===== src/rtl/core/htd_pkg.sv =====
// ----------------------------------------------------------------------------
// htd_pkg
// constants and types shared by the table driven prefix-code decoder
// ----------------------------------------------------------------------------
`default_nettype none

package htd_pkg;

    localparam int TABLE_DEPTH = 256;
    localparam int CODE_BITS   = 32;
    localparam int QUEUE_BITS  = CODE_BITS + 8;
    localparam int IDX_W       = $clog2(TABLE_DEPTH);
    localparam int NS_W        = IDX_W + 1;
    localparam int CNT_W       = $clog2(QUEUE_BITS + 1);
    localparam int SYM_W       = 8;
    localparam int LEN_W       = 6;
    localparam int ENTRY_W     = SYM_W + LEN_W + CODE_BITS;
    localparam int CFG_IDX_W   = 2;
    localparam int CFG_DATA_W  = 9;

    localparam logic [CFG_IDX_W-1:0] CFG_NUM_SYMBOLS     = 2'd0;
    localparam logic [CFG_IDX_W-1:0] CFG_MIN_CODE_LEN    = 2'd1;
    localparam logic [CFG_IDX_W-1:0] CFG_MAX_CODE_LEN    = 2'd2;
    localparam logic [CFG_IDX_W-1:0] CFG_LAST_VALID_BITS = 2'd3;

    localparam logic REQ_LOAD = 1'b0;
    localparam logic REQ_DATA = 1'b1;

    typedef struct packed {
        logic push;
        logic scan_start;
        logic scan_step;
        logic emit;
        logic finish;
    } t_cmd;

    typedef struct packed {
        logic need_decode;
        logic scan_last;
        logic nsym_zero;
        logic out_free;
    } t_stat;

endpackage

`default_nettype wire


===== src/rtl/core/htd_ctrl.sv =====
// ----------------------------------------------------------------------------
// htd_ctrl
// sequencer: queue update, table scan per symbol, result hand-off
// ----------------------------------------------------------------------------
`default_nettype none

module htd_ctrl import htd_pkg::*; (
    input  wire logic  i_clk,
    input  wire logic  i_rst_n,
    input  wire logic  i_in_acc,
    input  wire logic  i_req_type,
    input  wire t_stat i_stat,
    output t_cmd       o_cmd,
    output logic       o_busy
);

    localparam logic [2:0] ST_IDLE  = 3'd0;
    localparam logic [2:0] ST_CHECK = 3'd1;
    localparam logic [2:0] ST_SCAN  = 3'd2;
    localparam logic [2:0] ST_DRAIN = 3'd3;
    localparam logic [2:0] ST_EMIT  = 3'd4;

    logic [2:0] r_state;
    logic [2:0] n_state;

    always_comb begin
        n_state = r_state;
        o_cmd   = '0;
        case (r_state)
            ST_IDLE: begin
                if (i_in_acc && (i_req_type == REQ_DATA)) begin
                    o_cmd.push = 1'b1;
                    n_state    = ST_CHECK;
                end
            end
            ST_CHECK: begin
                if (i_stat.need_decode) begin
                    o_cmd.scan_start = 1'b1;
                    n_state = i_stat.nsym_zero ? ST_DRAIN : ST_SCAN;
                end else begin
                    o_cmd.finish = 1'b1;
                    n_state      = ST_IDLE;
                end
            end
            ST_SCAN: begin
                o_cmd.scan_step = 1'b1;
                if (i_stat.scan_last) begin
                    n_state = ST_DRAIN;
                end
            end
            ST_DRAIN: begin
                n_state = ST_EMIT;
            end
            ST_EMIT: begin
                if (i_stat.out_free) begin
                    o_cmd.emit = 1'b1;
                    n_state    = ST_CHECK;
                end
            end
            default: begin
                n_state = ST_IDLE;
            end
        endcase
    end

    always_ff @(posedge i_clk) begin
        if (!i_rst_n) begin
            r_state <= ST_IDLE;
        end else begin
            r_state <= n_state;
        end
    end

    assign o_busy = (r_state != ST_IDLE);

endmodule

`default_nettype wire


===== config.mk =====
export PLATFORM = sky130hd
export DESIGN_NAME = htd_ctrl
export DESIGN_NICKNAME = d
export VERILOG_FILES = /design/src/rtl/core/htd_pkg.sv /design/src/rtl/core/htd_ctrl.sv
export SDC_FILE = /design/constraint.sdc
export NUM_CORES = 1
export LEC_CHECK = 0
export BUFFER_PORTS_ARGS = -buffer_cell sky130_fd_sc_hd__buf_2
export CORE_AREA = 2 2 39 41
export CTS_CLUSTER_DIAMETER = 60
export CTS_CLUSTER_SIZE = 24
export DETAILED_ROUTE_END_ITERATION = 8
export DIE_AREA = 0 0 41 43
export PLACE_DENSITY = 0.32
export SYNTH_ARGS = -nofsm -noshare
export SYNTH_HDL_FRONTEND = slang
export SYNTH_SLANG_ARGS = --single-unit
export TNS_END_PERCENT = 100

===== constraint.sdc =====
create_clock -name i_clk -period 1.15 [get_ports i_clk]
set_clock_uncertainty 0.2 [all_clocks]
set_input_delay 0.0575 -clock i_clk [delete_from_list [all_inputs] [get_ports i_clk]]
set_output_delay 0.0575 -clock i_clk [all_outputs]
set_load 0.01 [all_outputs]

==> run_results.csv <==
group,metric,value,unit
setup_path,arrival,1.16,ns
logic_synthesis,synth-seq-cells,3,
pwr,ir_drop,0.467,mV
logic_synthesis,synthCells,24,
hold_path,min_path_type,"in2reg",
cts,root_buffer,"clkbuf_4",
timing,finalMaxSlewViolations,0,
detailed_routing,route.met2.wl,380,um
timing,relSlewSlack,90.3,%
run_status,violations,"setup timing",
logic_synthesis,synth_top_family_by_area,"simple AND/OR/NAND/NOR gates",
cells_and_area,drive_above_1_share,62.7,%
detailed_routing,drt_iter0_drc,0,
placement,io_buffers,13,
detailed_routing,wl_per_cell,10.0,um
pwr,seqPwrFrac,27.3,%
global_route,antenna_found_initial,0,
timing,timing.final.ws_setup,-0.263,ns
pwr,combPwrFrac,28.8,%
detailed_routing,avgViaCountPerCell,4.16,
logic_synthesis,ys_seq_area_share,32.4,%
run,drv_cap,0,
logic_synthesis,netlist_top_cells_area,"dfxtp_1, nor2_1, nand3b_1",
logic_synthesis,synth_xor_area_share,0,%
timing,fin_crit,1.41,ns
logic_synthesis,synth-adder-area-share,0,%
global_route,grt_pass1_wl,1.06,mm
detailed_routing,routed_wl,673,um
run_status,outcome,"complete, but fails checks",
setup_path,required,0.89,ns
pwr,p_sw,0.102,mW
global_route,grt_max_degree,9,
global_route,grt.overflow.total,0,
timing,hold_ws,0.0704,ns
pwr,p_leak,0.225,nW
detailed_routing,route.layer.met1.wl,251,um
global_route,first_global_vias,298,
timing,fin_crit_sh,123,%
cells_and_area,reg_top3,"r_state: 3 flops",
cells_and_area,multi_input_area,155,um^2
timing,rsz0062_at_grt,"true",
detailed_routing,vias,279,
timing,clock.fmax,708,MHz
pwr,p_clk_share,43.9,%
floorplan,start_util,13.4,%
pwr,p_int,0.309,mW
cells_and_area,n_fill_cell,166,
logic_synthesis,avgSynthCellArea,7.72,um^2
cells_and_area,finish.instance_area,439,um^2
placement,pre_cts_ws,-0.0584,ns
setup_path,critPathCaptureType,"primary output",
global_route,gr-usage-all-layers,9.22,%
cts,cts_buffers,3,
cells_and_area,nets,60,
floorplan,die_w,41,um
floorplan,die_area,1760,um^2
timing,setup_violations,9,
cells_and_area,finish.utilization,31.7,%
logic_synthesis,ys_types,14,
floorplan,die_h,43,um
placement,placed_area,289,um^2
pwr,p_per_area,935,nW/um^2
logic_synthesis,synth-simple-area-share,42.6,%
cells_and_area,largest_reg_flops,3,
cts,clk_latency,0.23,ns
floorplan,ioPinCount,14,
cells_and_area,regArea,68.8,um^2
cts,cts_tree,"built",
floorplan,rows,14,
detailed_routing,wl_met3,41,um
detailed_routing,top_layer,"met3",
cts,cts.sinks,3,
logic_synthesis,syn_nets,32,
logic_synthesis,synth_top_area_share,32.4,%
logic_synthesis,synth_area,185,um^2
setup_path,startpoint_type,"flop",
logic_synthesis,synthMuxAreaShare,0,%
placement,dp_hpwl,470,um
cts,cts_max_level,1,
pwr,p_sw_share,24.7,%
setup_path,path_class,"reg2out",
detailed_routing,final_antenna_net_count,0,
floorplan,coreArea,1380,um^2
logic_synthesis,synth_compound_area_share,25.0,%
cts,max-clock-path-buffers,2,
timing,hold_viol,0,
cells_and_area,area_growth,137,%
logic_synthesis,yosys.area.top_type,"dfxtp_1",
logic_synthesis,yosys_warnings,0,
setup_path,r2r_slack,-0.19,ns
timing,tightest_slew,0.145,ns
detailed_routing,drc,0,
cells_and_area,antennaDiodeCount,0,
placement,place.gp.congestion,0.671,
cts,path_clk_slew,0.03,ns
cells_and_area,top_register,"r_state",
detailed_routing,dr.pass1.iters,1,
setup_path,path_max_fanout,8,
[critical path: stages (launching register included)]
cell and delay [ns]:
dfxtp_2 0.35, or3_4 0.38, nor2_2 0.07, buf_2 0.13
[what timing repair did]
action | 4_1_cts | 5_1_grt
endpoints found under the setup margin | 7 | 9
resized for setup | 7 | 5
hold buffers | 5 | 0
setup buffers | 3 | 1
hold endpoints to repair | 3 | 0
pin swaps | 2 | 2
[synthesized netlist by cell type]
cell type and number:
a21oi_1 1, or3_1 1, dfxtp_1 3, nand3b_1 2
a31oi_1 1, o21ai_2 1, nor2_1 5, a211o_1 1
and3b_1 1, o21ba_1 1, and2_1 1, and3_1 2
nand2_1 3, a21boi_0 1
[path summary, 6_finish.rpt]
path / end / start / depth (start not counted)
setup / recovery: o_cmd[4] / r_state[2] / 3
hold / removal: r_state[0] / i_stat[0] / 4
setup reg to reg: r_state[1] / r_state[0] / 5
hold reg to reg: r_state[2] / r_state[2] / 2
[cells in the final DEF (no fill, tap or decap), types with 2 or more instances in the layout]
master	n
buf_4	4
dfxtp_4	2
nor2_1	2
nand2_1	3
nand3b_1	2
and3_4	2
dlygate4sd3_1	5
clkbuf_4	3
buf_2	11
nor2_2	2
buf_6	3
[power groups by stage]
stage                     clock network, mW  registers, mW  logic [mW]
final                                 0.180          0.112       0.118
after global routing                  0.195          0.113       0.130
after CTS                             0.193          0.112       0.108
after detailed placement                  0          0.118      0.0722
after global placement                    0          0.118      0.0725
after floorplan                           0          0.116      0.0386
[layout make-up]
class,count,share of cell area (%)
timing repair buffer,23,38.5
multi-input combinational,21,35.3
sequential,3,15.7
clock buffer,4,5.98
tap,16,4.56
[logic make-up (layout without fill, tap and decap cells)]
group / Yosys count / after routing
buf+inv: 0 / 27
flops: 3 / 3
simple gates: 15 / 15
compound gates: 6 / 6
[per-layer routing]
| metal | vias to the layer above | track usage [%] |
|---|---|---|
| li1 | 141 | - |
| met4 | 0 | 10.0 |
| met1 | 131 | 9.27 |
| met2 | 7 | 14.1 |
| met5 | - | 0 |
| met3 | 0 | 1.57 |
[stage by stage]
step	instances	total power [mW]	setup TNS (ns)
final	67	0.411	-1.53
after global routing	67	0.439	-2.05
after CTS	66	0.412	-1.51
after detailed placement	54	0.190	-0.107
after global placement	54	0.190	-0.0966
after floorplan	24	0.155	-0.00382
Power figures use the tool's default switching activity.
